**config.mk**
```make
export PLATFORM = sky130hd
export DESIGN_NAME = epc_match_unit
export DESIGN_NICKNAME = d
export VERILOG_FILES = /design/src/rtl/epc_pkg.sv /design/src/rtl/epc_match_unit.sv
export SDC_FILE = /design/constraint.sdc
export NUM_CORES = 1
export LEC_CHECK = 0
export ABC_AREA = 1
export BUFFER_PORTS_ARGS = -buffer_cell sky130_fd_sc_hd__buf_4
export CAP_MARGIN = 5
export CORE_UTILIZATION = 48
export DETAILED_ROUTE_END_ITERATION = 7
export PLACE_DENSITY = 0.82
export SLEW_MARGIN = 15
export SYNTH_ARGS = -nofsm -noshare
export SYNTH_HDL_FRONTEND = slang
export SYNTH_SLANG_ARGS = --single-unit
export TNS_END_PERCENT = 100
```
**constraint.sdc**
```tcl
create_clock -name clk -period 1.8 [get_ports clk]
set_clock_uncertainty 0.2 [all_clocks]
set_input_delay 0.18 -clock clk [delete_from_list [all_inputs] [get_ports clk]]
set_output_delay 0.18 -clock clk [all_outputs]
set_load 0.05 [all_outputs]
```
**src/rtl/epc_pkg.sv**
```systemverilog
// Shared constants, state codes and control types for the equal pair counter.
package epc_pkg;

  localparam int MAX_ITEMS   = 1024;
  localparam int KEY_BITS    = 36;
  localparam int KEY_VALUE_W = 36;
  localparam int PAIR_W      = 19;
  localparam int ADDR_W      = (MAX_ITEMS > 1) ? $clog2(MAX_ITEMS) : 1;
  localparam int CNT_W       = $clog2(MAX_ITEMS + 1);

  localparam logic [PAIR_W-1:0] PAIR_MAX = {PAIR_W{1'b1}};
  localparam logic [CNT_W-1:0]  HELD_MAX = CNT_W'(MAX_ITEMS);

  typedef enum logic [2:0] {
    ST_IDLE = 3'b001,
    ST_SCAN = 3'b010,
    ST_EMIT = 3'b100
  } epc_state_t;

  typedef struct packed {
    logic              rd_en;
    logic [ADDR_W-1:0] rd_addr;
    logic              wr_en;
    logic [ADDR_W-1:0] wr_addr;
    logic              cmp_en;
    logic              acc_clr;
    logic              emit;
  } epc_ctrl_t;

endpackage

```
**src/rtl/epc_match_unit.sv**
```systemverilog
// Shared compare unit with a saturating pair accumulator.
module epc_match_unit (
  input  logic                         clk,
  input  logic                         rst_n,
  input  logic                         cmp_en,
  input  logic                         acc_clr,
  input  logic [epc_pkg::KEY_BITS-1:0] key,
  input  logic [epc_pkg::KEY_BITS-1:0] stored_key,
  output logic [epc_pkg::PAIR_W-1:0]   pairs
);

  logic [epc_pkg::PAIR_W-1:0] pairs_r;
  logic [epc_pkg::PAIR_W-1:0] pairs_nxt;
  logic                       hit;

  assign hit = cmp_en && (key == stored_key);

  // Saturating one match at a time gives the same result as saturating the sum.
  always_comb begin
    pairs_nxt = pairs_r;
    if (acc_clr) begin
      pairs_nxt = '0;
    end else if (hit && (pairs_r != epc_pkg::PAIR_MAX)) begin
      pairs_nxt = pairs_r + 1'b1;
    end
  end

  always_ff @(posedge clk) begin
    if (!rst_n) begin
      pairs_r <= '0;
    end else begin
      pairs_r <= pairs_nxt;
    end
  end

  assign pairs = pairs_r;

`ifndef NO_ASSERTIONS
  a_sat_holds: assert property (@(posedge clk) disable iff (!rst_n)
    (pairs_r == epc_pkg::PAIR_MAX) && !acc_clr |=> pairs_r == epc_pkg::PAIR_MAX)
    else $error("pair count left saturation without a clear");
  a_clr_zero: assert property (@(posedge clk) disable iff (!rst_n)
    acc_clr |=> pairs_r == '0)
    else $error("pair count not zero after clear");
  a_step_one: assert property (@(posedge clk) disable iff (!rst_n)
    !acc_clr |=> (pairs_r == $past(pairs_r)) || (pairs_r == $past(pairs_r) + 1'b1))
    else $error("pair count moved by more than one match");
`endif

endmodule

```
* After elaboration in Yosys (flattened, before gate mapping)
Cells that the tools add are included.
Cells by class: add/sub/neg operators 1, reductions and logical operators 3, equal/unequal tests 2, bitwise gates (word level) 1
Operator list (number):
- $eq A36 B36 Y1 | 1
- $add A19 B1 Y19 const B | 1
- $ne A19 B19 Y1 const B | 1
- $logic_and A1 B1 Y1 | 2
- $reduce_or A2 Y1 | 1
- $not A1 Y1 | 1
Storage, ports and cells: flip-flop bits (word level) 19

* Logic depth before layout (Yosys ltp)
depth in word-level cells 3, gate-level depth with buffers 12, gate-level depth less buffers 11

* Least setup slack after synthesis
No wires, ideal clock.
kind flip-flop to flip-flop, start point register pairs_r (netlist bit pairs[0]), end point register pairs_r (netlist bit pairs[14]), required time 1.483 ns, path buffers 1, arrival 1.721 ns, period minus slack after synthesis 2.038 ns, library setup time 0.117 ns, setup slack -0.238 ns, cell stages (with the launch flop) 12, path through dfxtp_1 ha_1 inv_1 nor2_1 nand2_1 inv_2 nand3_2 buf_6 nand4_1 inv_1 a21oi_1 nor2_1
Between the ends: cells in the longest elaborated chain, start to end 2, elaborated cells on any way between the ends 3, classes of those cells add/sub: 1; eq/ne: 1; reduce/logical: 1
Ends and longest elaborated chain:
- start, declared | RTL line epc_match_unit.sv:12 | logic [epc_pkg::PAIR_W-1:0] pairs_r;
- start signal, assigned | RTL line epc_match_unit.sv:32 | pairs_r <= pairs_nxt;
- parallel branches: the longest is 2 deep, another holds $add A19 B1 Y19
Several ways; the timed one is not identified. A chain may end at the register's enable or synchronous reset.

* Worst setup path in the final report
start point register pairs_r (netlist bit pairs[1]), end point register pairs_r (netlist bit pairs[5])
Same word-level chain as after synthesis.

==> flow_metrics.tcl <==
set metrics [dict create \
    h-tree-depth 1 \
    synth_cells 417 \
    io_pins 95 \
    setup_viol 0 \
    worstMarginPinSlew_ns 0.2818 \
    r2r_end "pairs[5]$_SDFFE_PP0P_" \
    regArea_um2 406.6 \
    ys_seq_area_frac 0.1850 \
    dpl.hpwl_um 5168 \
    fin_util 0.7259 \
    via_count 2681 \
    synth_area_leaders "nand2_1 30%, dfxtp_1 19%, inv_1 15%" \
    post-route-period-util 0.9686 \
    synth_commonest_cells "167 x nand2_1, 80 x inv_1, 77 x nor2_1" \
    hold_viol_final 0 \
    nFillCells 414 \
    crit_required_ns 1.76 \
    routedWlPerCell_um 10.69 \
    rsz0062_at_grt "yes" \
    yosysUniqueCellTypes 23 \
    hold_depth 5 \
    crit_path_end_kind "flip-flop" \
    initial_core_util 0.5066 \
    fmax_ghz 0.5736 \
    post_cts_buffers 0 \
    worst_setup_path_start_kind "flip-flop" \
    die_y_um 67.44 \
    core_area_um2 4058 \
    cp_max_fo 6 \
    ys.flop_type "dfxtp_1" \
    final_nets 593 \
    routed_via_density 4.745 \
    cts_root_buffer "clkbuf_8" \
    r2r-start "pairs[1]$_SDFFE_PP0P_" \
    syn-mean-instance-area_um2 4.930 \
    yosysMostFrequentCell "nand2_1" \
    cts_hold_buffers 0 \
    relSlewSlack 0.8115 \
    synthesis.area_um2 2056 \
    yosysWarnings 0 \
    antenna_found_initial 0 \
    wl_um 6038 \
    ant_nets 0 \
    min-delay-start "acc_clr" \
    die_width_um 67.44 \
    syn_nets 494 \
    synthArstFlopShare 0 \
    grt_start_max_net_pins 35 \
    multi_input_area_um2 1366 \
    p_leak_uw 0.001695 \
    reg2reg_slack_ns 0.06 \
    drc 0 \
    synth_edf_count 0 \
    grt_overflow 0 \
    ys_seq_elements 19 \
    final-max-slew-violation-count 0 \
    cts_tree "yes" \
    cap_violations 0 \
    die_area_um2 4548 \
    worstRegToRegCells 11 \
    arrival_ns 1.70 \
    cts.sink_count 19 \
    power_density_nw_per_um2 367.1 \
    vdd_drop_max_mv 0.2594 \
    num_rows 23 \
    yosys.area.top_type "nand2_1" \
    diodes 0 \
    port_buffers 94 \
    firstDrtPassIters 4 \
    grt_pass1_wl_um 9715 \
    gp_congestion 0.9195 \
    design_area_um2 2945 \
    drt_iter0_drc 137 \
    largest_reg_flops 19 \
    first_global_vias 2474 \
    syn2layout_area_growth_pct 43.27 \
    clkTransAtPathRegs_ns 0.07 \
    fin_crit_ns 1.744 \
    synth_top_area_frac 0.3049 \
    whs_endpoint "pairs[8]$_SDFFE_PP0P_" \
    hold_class "input pin to flip-flop" \
    clock_latency_ns 0.26 \
    status "complete, no violations" \
    grt_use_total 0.2767 \
    cts_buffers 3 \
    crit_type "flip-flop to flip-flop" \
    clockBufferDepth 2 \
    cts_resized 0 \
    place_area_um2 2849 \
    drive_gt1_frac 0.2660 \
]
final cells by class:
type / instances / share of cell area
Multi-Input combinational cell: 312 / 0.4639
Timing Repair Buffer: 99 / 0.2579
Sequential cell: 19 / 0.1381
Inverter: 81 / 0.1032
Tap cell: 50 / 0.02124
Clock buffer: 3 / 0.01402
Clock inverter: 1 / 0.001699
cell families (layout without fill, tap and decap cells):
logic type | after synthesis | in the layout | synth area share
compound gates | 21 | 21 | 0.05235
buf+inv | 86 | 184 | 0.1716
simple gates | 284 | 284 | 0.5593
fa+ha+maj | 1 | 1 | 0.006085
xor+xnor | 6 | 6 | 0.02556
flops | 19 | 19 | 0.1850
where the power goes:
group	switching, uW	internal, uW
clock	157	154
sequential	0.0000000177	415
combinational	170	185
total	327	754
cells in the final DEF (no fill, tap or decap), types with 2 or more instances in the layout:
cell type,count
nand2_1,166
buf_4,97
inv_1,79
nor2_1,72
nand3_1,20
a21oi_1,15
dfxtp_2,12
nor2_2,7
nand4_1,6
xnor2_1,5
dfxtp_1,4
nand3b_1,3
a21oi_2,3
clkbuf_8,3
dfxtp_4,3
and2_1,2
o21ai_0,2
inv_2,2
nor3_2,2
routing by layer:
layer  vias up  track usage  part of all wire
li1       1425            -                 -
met1      1166       0.2941              0.40
met2        81       0.5550              0.53
met3         9      0.03041             0.052
met4         0      0.08511             0.020
met5         -            0                 0
stage by stage:
stage          std cells  setup TNS, ns  total power, uW  setup WS (ns)  hold slack [ns]
2_1_floorplan        417      -0.004850            594.1      -0.004850           0.2192
3_3_place_gp         561              0            773.6        0.07930           0.2715
3_5_place_dp         561              0            781.2        0.05145           0.2903
4_1_cts              565              0             1087        0.03582           0.1548
5_1_grt              565        -0.1457             1138       -0.03436           0.1825
6_report             565              0             1081        0.05650           0.1538
worst max-delay path, stage by stage (launching register included):
cell and delay [ns]:
dfxtp_4 0.37, ha_2 0.18, inv_2 0.05, nor2_2 0.07, nand2_1 0.06, inv_2 0.10
nand3_2 0.11, buf_4 0.17, nand2_1 0.07, nor2_1 0.05, a21oi_1 0.15, nor2_1 0.06
worst max path at each step:
stage	start	to	slack, ns
after floorplan	pairs[7]$_SDFFE_PP0P_	pairs[14]$_SDFFE_PP0P_	-0.005
after global placement	stored_key[25]	pairs[17]$_SDFFE_PP0P_	0.08
after detailed placement	pairs[1]$_SDFFE_PP0P_	pairs[13]$_SDFFE_PP0P_	0.05
after CTS	pairs[0]$_SDFFE_PP0P_	pairs[13]$_SDFFE_PP0P_	0.04
after global routing	pairs[1]$_SDFFE_PP0P_	pairs[12]$_SDFFE_PP0P_	-0.03
final	pairs[1]$_SDFFE_PP0P_	pairs[5]$_SDFFE_PP0P_	0.06
(Power assumes the default switching activity.)
