## src/rtl/epc_pkg.sv

```systemverilog
// Shared constants, state codes and control types for the equal pair counter.
package epc_pkg;

  localparam int MAX_ITEMS   = 1024;
  localparam int KEY_BITS    = 36;
  localparam int KEY_VALUE_W = 36;
  localparam int PAIR_W      = 19;
  localparam int ADDR_W      = (MAX_ITEMS > 1) ? $clog2(MAX_ITEMS) : 1;
  localparam int CNT_W       = $clog2(MAX_ITEMS + 1);

  localparam logic [PAIR_W-1:0] PAIR_MAX = {PAIR_W{1'b1}};
  localparam logic [CNT_W-1:0]  HELD_MAX = CNT_W'(MAX_ITEMS);

  typedef enum logic [2:0] {
    ST_IDLE = 3'b001,
    ST_SCAN = 3'b010,
    ST_EMIT = 3'b100
  } epc_state_t;

  typedef struct packed {
    logic              rd_en;
    logic [ADDR_W-1:0] rd_addr;
    logic              wr_en;
    logic [ADDR_W-1:0] wr_addr;
    logic              cmp_en;
    logic              acc_clr;
    logic              emit;
  } epc_ctrl_t;

endpackage

```

## src/rtl/epc_ctrl.sv

```systemverilog
// Sequencer: accepts keys, sweeps the key store, commits keys and closes sets.
module epc_ctrl (
  input  logic                            clk,
  input  logic                            rst_n,
  input  logic                            in_valid,
  input  logic [epc_pkg::KEY_VALUE_W-1:0] in_key_value,
  input  logic                            in_set_end,
  output logic                            in_ready,
  input  logic                            out_free,
  output epc_pkg::epc_ctrl_t              ctl,
  output logic [epc_pkg::KEY_BITS-1:0]    key,
  output logic                            dropped
);

  epc_pkg::epc_state_t          state_r, state_nxt;
  logic [epc_pkg::CNT_W-1:0]    held_r, held_nxt;
  logic [epc_pkg::CNT_W-1:0]    scan_cnt_r, scan_cnt_nxt;
  logic                         cmp_vld_r, cmp_vld_nxt;
  logic                         drop_r, drop_nxt;
  logic                         last_r;
  logic [epc_pkg::KEY_BITS-1:0] key_r;
  logic                         accept;
  logic                         issue;

  assign in_ready = (state_r == epc_pkg::ST_IDLE);
  assign accept   = in_valid && in_ready;
  assign issue    = (state_r == epc_pkg::ST_SCAN) && (scan_cnt_r < held_r);

  always_comb begin
    state_nxt    = state_r;
    held_nxt     = held_r;
    scan_cnt_nxt = scan_cnt_r;
    drop_nxt     = drop_r;
    cmp_vld_nxt  = issue;
    ctl          = '0;
    ctl.rd_en    = issue;
    ctl.rd_addr  = scan_cnt_r[epc_pkg::ADDR_W-1:0];
    ctl.wr_addr  = held_r[epc_pkg::ADDR_W-1:0];
    ctl.cmp_en   = cmp_vld_r;
    unique case (state_r)
      epc_pkg::ST_IDLE: begin
        if (accept) begin
          if (held_r >= epc_pkg::HELD_MAX) begin
            // Store full: the key is dropped without a compare.
            drop_nxt  = 1'b1;
            state_nxt = in_set_end ? epc_pkg::ST_EMIT : epc_pkg::ST_IDLE;
          end else begin
            scan_cnt_nxt = '0;
            state_nxt    = epc_pkg::ST_SCAN;
          end
        end
      end
      epc_pkg::ST_SCAN: begin
        if (issue) begin
          scan_cnt_nxt = scan_cnt_r + 1'b1;
        end else if (!cmp_vld_r) begin
          // Last compare has landed: store the key behind the others.
          ctl.wr_en = 1'b1;
          held_nxt  = held_r + 1'b1;
          state_nxt = last_r ? epc_pkg::ST_EMIT : epc_pkg::ST_IDLE;
        end
      end
      epc_pkg::ST_EMIT: begin
        if (out_free) begin
          ctl.emit    = 1'b1;
          ctl.acc_clr = 1'b1;
          held_nxt    = '0;
          drop_nxt    = 1'b0;
          state_nxt   = epc_pkg::ST_IDLE;
        end
      end
      default: begin
        state_nxt = epc_pkg::ST_IDLE;
      end
    endcase
  end

  always_ff @(posedge clk) begin
    if (!rst_n) begin
      state_r    <= epc_pkg::ST_IDLE;
      held_r     <= '0;
      scan_cnt_r <= '0;
      cmp_vld_r  <= 1'b0;
      drop_r     <= 1'b0;
    end else begin
      state_r    <= state_nxt;
      held_r     <= held_nxt;
      scan_cnt_r <= scan_cnt_nxt;
      cmp_vld_r  <= cmp_vld_nxt;
      drop_r     <= drop_nxt;
    end
  end

  always_ff @(posedge clk) begin
    if (accept) begin
      key_r  <= in_key_value[epc_pkg::KEY_BITS-1:0];
      last_r <= in_set_end;
    end
  end

  assign key     = key_r;
  assign dropped = drop_r;

`ifndef NO_ASSERTIONS
  a_held_bound: assert property (@(posedge clk) disable iff (!rst_n)
    held_r <= epc_pkg::HELD_MAX)
    else $error("key count beyond store capacity");
  a_wr_room: assert property (@(posedge clk) disable iff (!rst_n)
    ctl.wr_en |-> held_r < epc_pkg::HELD_MAX)
    else $error("key written into a full store");
  a_emit_clears: assert property (@(posedge clk) disable iff (!rst_n)
    ctl.emit |=> (held_r == '0) && !drop_r && (state_r == epc_pkg::ST_IDLE))
    else $error("set not cleared after its result");
  a_cmp_in_scan: assert property (@(posedge clk) disable iff (!rst_n)
    cmp_vld_r |-> state_r == epc_pkg::ST_SCAN)
    else $error("compare outside a store sweep");
`endif

endmodule

```

## config.mk

```make
export PLATFORM = sky130hd
export DESIGN_NAME = epc_ctrl
export DESIGN_NICKNAME = d
export VERILOG_FILES = /design/src/rtl/epc_pkg.sv /design/src/rtl/epc_ctrl.sv
export SDC_FILE = /design/constraint.sdc
export NUM_CORES = 1
export LEC_CHECK = 0
export BUFFER_PORTS_ARGS = -buffer_cell sky130_fd_sc_hd__clkbuf_2
export CORE_UTILIZATION = 52
export DETAILED_ROUTE_END_ITERATION = 10
export PLACE_DENSITY = 0.89
export SLEW_MARGIN = 20
export SYNTH_ARGS = -nofsm -noshare
export SYNTH_HDL_FRONTEND = slang
export SYNTH_SLANG_ARGS = --single-unit
```

## constraint.sdc

```tcl
create_clock -name clk -period 4.6 [get_ports clk]
set_input_delay 0.92 -clock clk [delete_from_list [all_inputs] [get_ports clk]]
set_output_delay 0.92 -clock clk [all_outputs]
set_load 0.01 [all_outputs]
```

# Word level (Yosys, flattened, before mapping)
# Index checks and enable logic that the tools add are counted.
# word_totals
out_inout_bits	63
ff_bits	64
elab_cells	55
# op_classes
n_lt_le_gt_ge	2
addsub	2
eq_ne	10
reduce_logical	9
mux	25
# op_table
operator	count
$mux W11	6
$pmux W11 S2	2
$add A11 B1 Y11 const B	2
$mux W3	7
$reduce_and A4 Y1	4
$ge A11 B11 Y1 const B	1
$lt A11 B11 Y1	1
$ne A2 B2 Y1 const B	5
$pmux W3 S3	1
$mux W1	6
$reduce_bool A2 Y1	3
$mux W2	2
$ne A2 B1 Y1 const B	2
$eq A3 B1 Y1 const B	1
$eq A3 B2 Y1 const B	1
$eq A3 B3 Y1 const B	1
$logic_and A1 B1 Y1	2
$pmux W1 S2	1

# Depth between registers and ports, before layout
# logic_depth
word_depth	4
mapped_depth	10
mapped_depth_nobuf	8

# Worst setup path after synthesis
# OpenSTA, ideal clock, no wires.
# synth_timing
path_type	register -> output
from	register held_r[10] in the netlist's numbering
to	output port ctl[24] in the netlist's numbering
arrival_ns	1.797
setup_slack_ns	1.883
stages_incl_launch_ff	10
n_path_buf	2
required_time_ns	3.680
path_cell_list	dfxtp_1 -> inv_1 -> ha_1 -> a21oi_1 -> o21ai_0 -> a21oi_2 -> nand2_2 -> buf_2 -> nor2_1 -> buf_4
# synth_via
elab_chain_len	2
# synth_lines
element	line_no	rtl
start, declared	epc_ctrl.sv:16	logic [epc_pkg::CNT_W-1:0] held_r, held_nxt;
start signal, assigned	epc_ctrl.sv:87	held_r <= held_nxt;
$lt A11 B11 Y1	epc_ctrl.sv:27	assign issue = (state_r == epc_pkg::ST_SCAN) && (scan_cnt_r < held_r);
$logic_and A1 B1 Y1	epc_ctrl.sv:27	
end, declared	epc_ctrl.sv:10	output epc_pkg::epc_ctrl_t ctl,
# No other way between the ends.

==> reports/qor.yml <==
logic_synthesis:
  ys.flop_type: "edfxtp_1"
  yosys_warnings: 0
  ys_seq_elements: 64
  syn-instance-count: 269
  synth-edff-count: 37
  syn_area_per_cell_um2: 11.2
  synth.distinct_cells: 50
  synth-seq-area-share_pct: 55.0
  synth_area_um2: 3000
  synth_nets: 323
  async_flop_share_pct: 0
sta:
  fin_skew_ns: 0.00341
  maxSlewHeadroom_pct: 53.5
  period_minus_slack_ns: 3.36
  maxSlewViolCount: 0
  final-hold-violation-count: 0
  finalSetupTns_ns: 0
  setup_violations: 0
  rsz0062_at_grt: "no"
  min_period_over_period_pct: 72.9
  tightest_slew_ns: 0.696
  worst_slack_ns: 1.24
  fmax_mhz: 298
critical_path:
  r2r_end: "held_r[6]"
  slowest_stage: "a211oi_4"
  reg2regPathDepth: 8
  path_buf_inv: 2
  start_kind: "register"
  path_max_fanout: 8
  end_kind: "output port"
  critical-path-top-delay-family: "compound AO/OA/AOI/OAI gates"
  critPathKind: "reg -> out"
  critPathArrivalTime_ns: 2.44
  worstPathRequired_ns: 3.68
  timing.rr.start: "held_r[10]"
  reg2reg_setup_slack_ns: 2.08
  cpPeakStageDelay_ns: 0.46
  crit_path_cell_trace: "inv_1 -> ha_1 -> nand4_1 -> nor3_2 -> a21oi_2 -> a211oi_4 -> clkbuf_2"
min_path:
  min_from: "dropped"
  holdPathEnd: "dropped"
  holdCritPathClass: "reg -> reg"
  hold_depth: 2
finish:
  finalInstanceArea_um2: 3660
  final_common_cell: "clkbuf_2"
  final_util_pct: 66.1
  fin_cells: 433
  nets: 410
  drive_gt1_share_pct: 36.8
  final_cell_mix: "clkbuf_2 (103), edfxtp_1 (37), dfxtp_1 (27), nand2_1 (23), nand3_1 (17)"
  insertedDiodeCount: 0
  areaGrowthSynthToFinish_pct: 22.0
place:
  dpl.cell_count: 417
  dp_hpwl_um: 5000
  gp_congestion: 0.877
  portBuffers: 103
  dp_slack_ns: 1.69
  placed_cell_area_um2: 3420
die:
  die_area_um2: 6080
  io_pins: 104
  rows: 27
  core-area_um2: 5540
  initial_core_util_pct: 54.2
  dieHeight_um: 78.0
  die_w_um: 78.0
clock_network:
  cts_hold_buf: 0
  clockRootBuffer: "clkbuf_8"
  cts_tree: "done"
  numCtsBuffers: 9
  post_cts_buffers: 0
  clockBufferDepth: 2
  cts_sinks: 64
  cts_resized: 0
  path_clk_slew_ns: 0.07
  clk_latency_ns: 0.34
  cts_max_level: 3
route:
  drc: 0
  firstDrtPassIters: 4
  via_count: 2389
  via_per_inst: 5.52
  ant_nets: 0
  wl_per_cell_um: 16.2
  wl_um: 7030
  drt_iter0_drc: 136
grt:
  grt_pass1_wl_um: 11200
  antenna_found_initial: 0
  grt_use_total_pct: 24.5
  grt_pass1_vias: 2233
  grt_max_degree: 37
  grt.overflow.total: 0
pwr:
  p_per_area_nw_per_um2: 427
  ir_drop_mv: 0.210
  p_leak_nw: 1.63
run:
  max-cap-violations: 0
outcome:
  run_status: "completed"
## tightest hold or removal path: stages, from the launching register on
cell and delay [ns]:
dfxtp_1 0.34, a31oi_1 0.04, nor2_1 0.07
## worst max path at each step
| stage | start | depth (start not counted) | slack [ns] | to |
|---|---|---|---|---|
| 4_1_cts | held_r[10] | 7 | 1.24 | ctl[13] |
| 5_1_grt | held_r[10] | 8 | 1.10 | ctl[24] |
| 2_1_floorplan | held_r[10] | 9 | 1.88 | ctl[24] |
| 3_3_place_gp | held_r[10] | 7 | 1.77 | ctl[13] |
| 3_5_place_dp | held_r[10] | 7 | 1.69 | ctl[13] |
| 6_report | held_r[10] | 7 | 1.24 | ctl[13] |
## cells by family after synthesis
group,after synthesis,share of synthesized area (%)
flip-flops,64,55.0
adder cells (fa/ha/maj),13,5.41
multiplexers,2,0.750
buffers and inverters,42,8.25
AO/OA/AOI/OAI,55,13.5
AND/OR/NAND/NOR,93,17.1
## metal layers
| metal | track usage [%] | wire, um | up-vias |
|---|---|---|---|
| met5 | 0 | 0 | - |
| met1 | 28.5 | 2840 | 1109 |
| li1 | - | - | 1153 |
| met2 | 41.6 | 3480 | 113 |
| met4 | 11.1 | 164 | 0 |
| met3 | 7.41 | 545 | 14 |
## cell usage after synthesis (2+ instances only)
cell type	n	share of area [%]
buf_4	23	5.7
or3_1	5	1.0
inv_1	14	1.7
nor3_1	6	1.0
buf_2	3	0.50
and3_1	8	1.7
clkbuf_1	2	0.25
nor2_1	9	1.1
a221o_1	2	0.67
o31ai_1	3	0.75
a22o_1	3	0.87
nor3b_1	5	1.2
nand2_2	2	0.42
o21ai_0	11	1.8
ha_1	13	5.4
and2_1	2	0.42
a32oi_1	2	0.58
dfxtp_1	27	18
o211ai_1	4	1.0
a31oi_1	4	0.83
o311ai_0	2	0.58
mux2_2	2	0.75
a21oi_1	8	1.3
a21oi_2	2	0.58
nand2_1	23	2.9
a211o_1	4	1.2
or4_1	3	0.75
nand3_1	17	2.8
nor2b_1	3	0.62
edfxtp_1	37	37
## layout make-up
class / instances / area (um^2)
clock buffers: 9 / 124
clock inverters: 7 / 119
fillers: 454 / 1880
inverters: 14 / 52.6
multi-input cells: 163 / 1100
flip-flops and latches: 64 / 1650
well taps: 72 / 90.1
repair buffers: 104 / 523
## power by group
part           total, mW  switching (mW)  internal (mW)
registers          0.711          0.0314          0.679
logic              0.267           0.175         0.0926
clock network      0.587           0.226          0.361
total               1.57           0.433           1.13
## metrics by stage
stage	power [mW]	hold WS [ns]
global route	1.63	0.526
finish	1.57	0.478
detailed placement	0.986	0.469
CTS	1.58	0.487
global placement	0.973	0.465
floorplan	0.890	0.479
## registers in the layout, summed over array words and instances (netlist names)
signal      count
state_r         3
key            36
dropped         1
held_r         11
cmp_vld_r       1
last_r          1
scan_cnt_r     11
(Power assumes the default switching activity.)
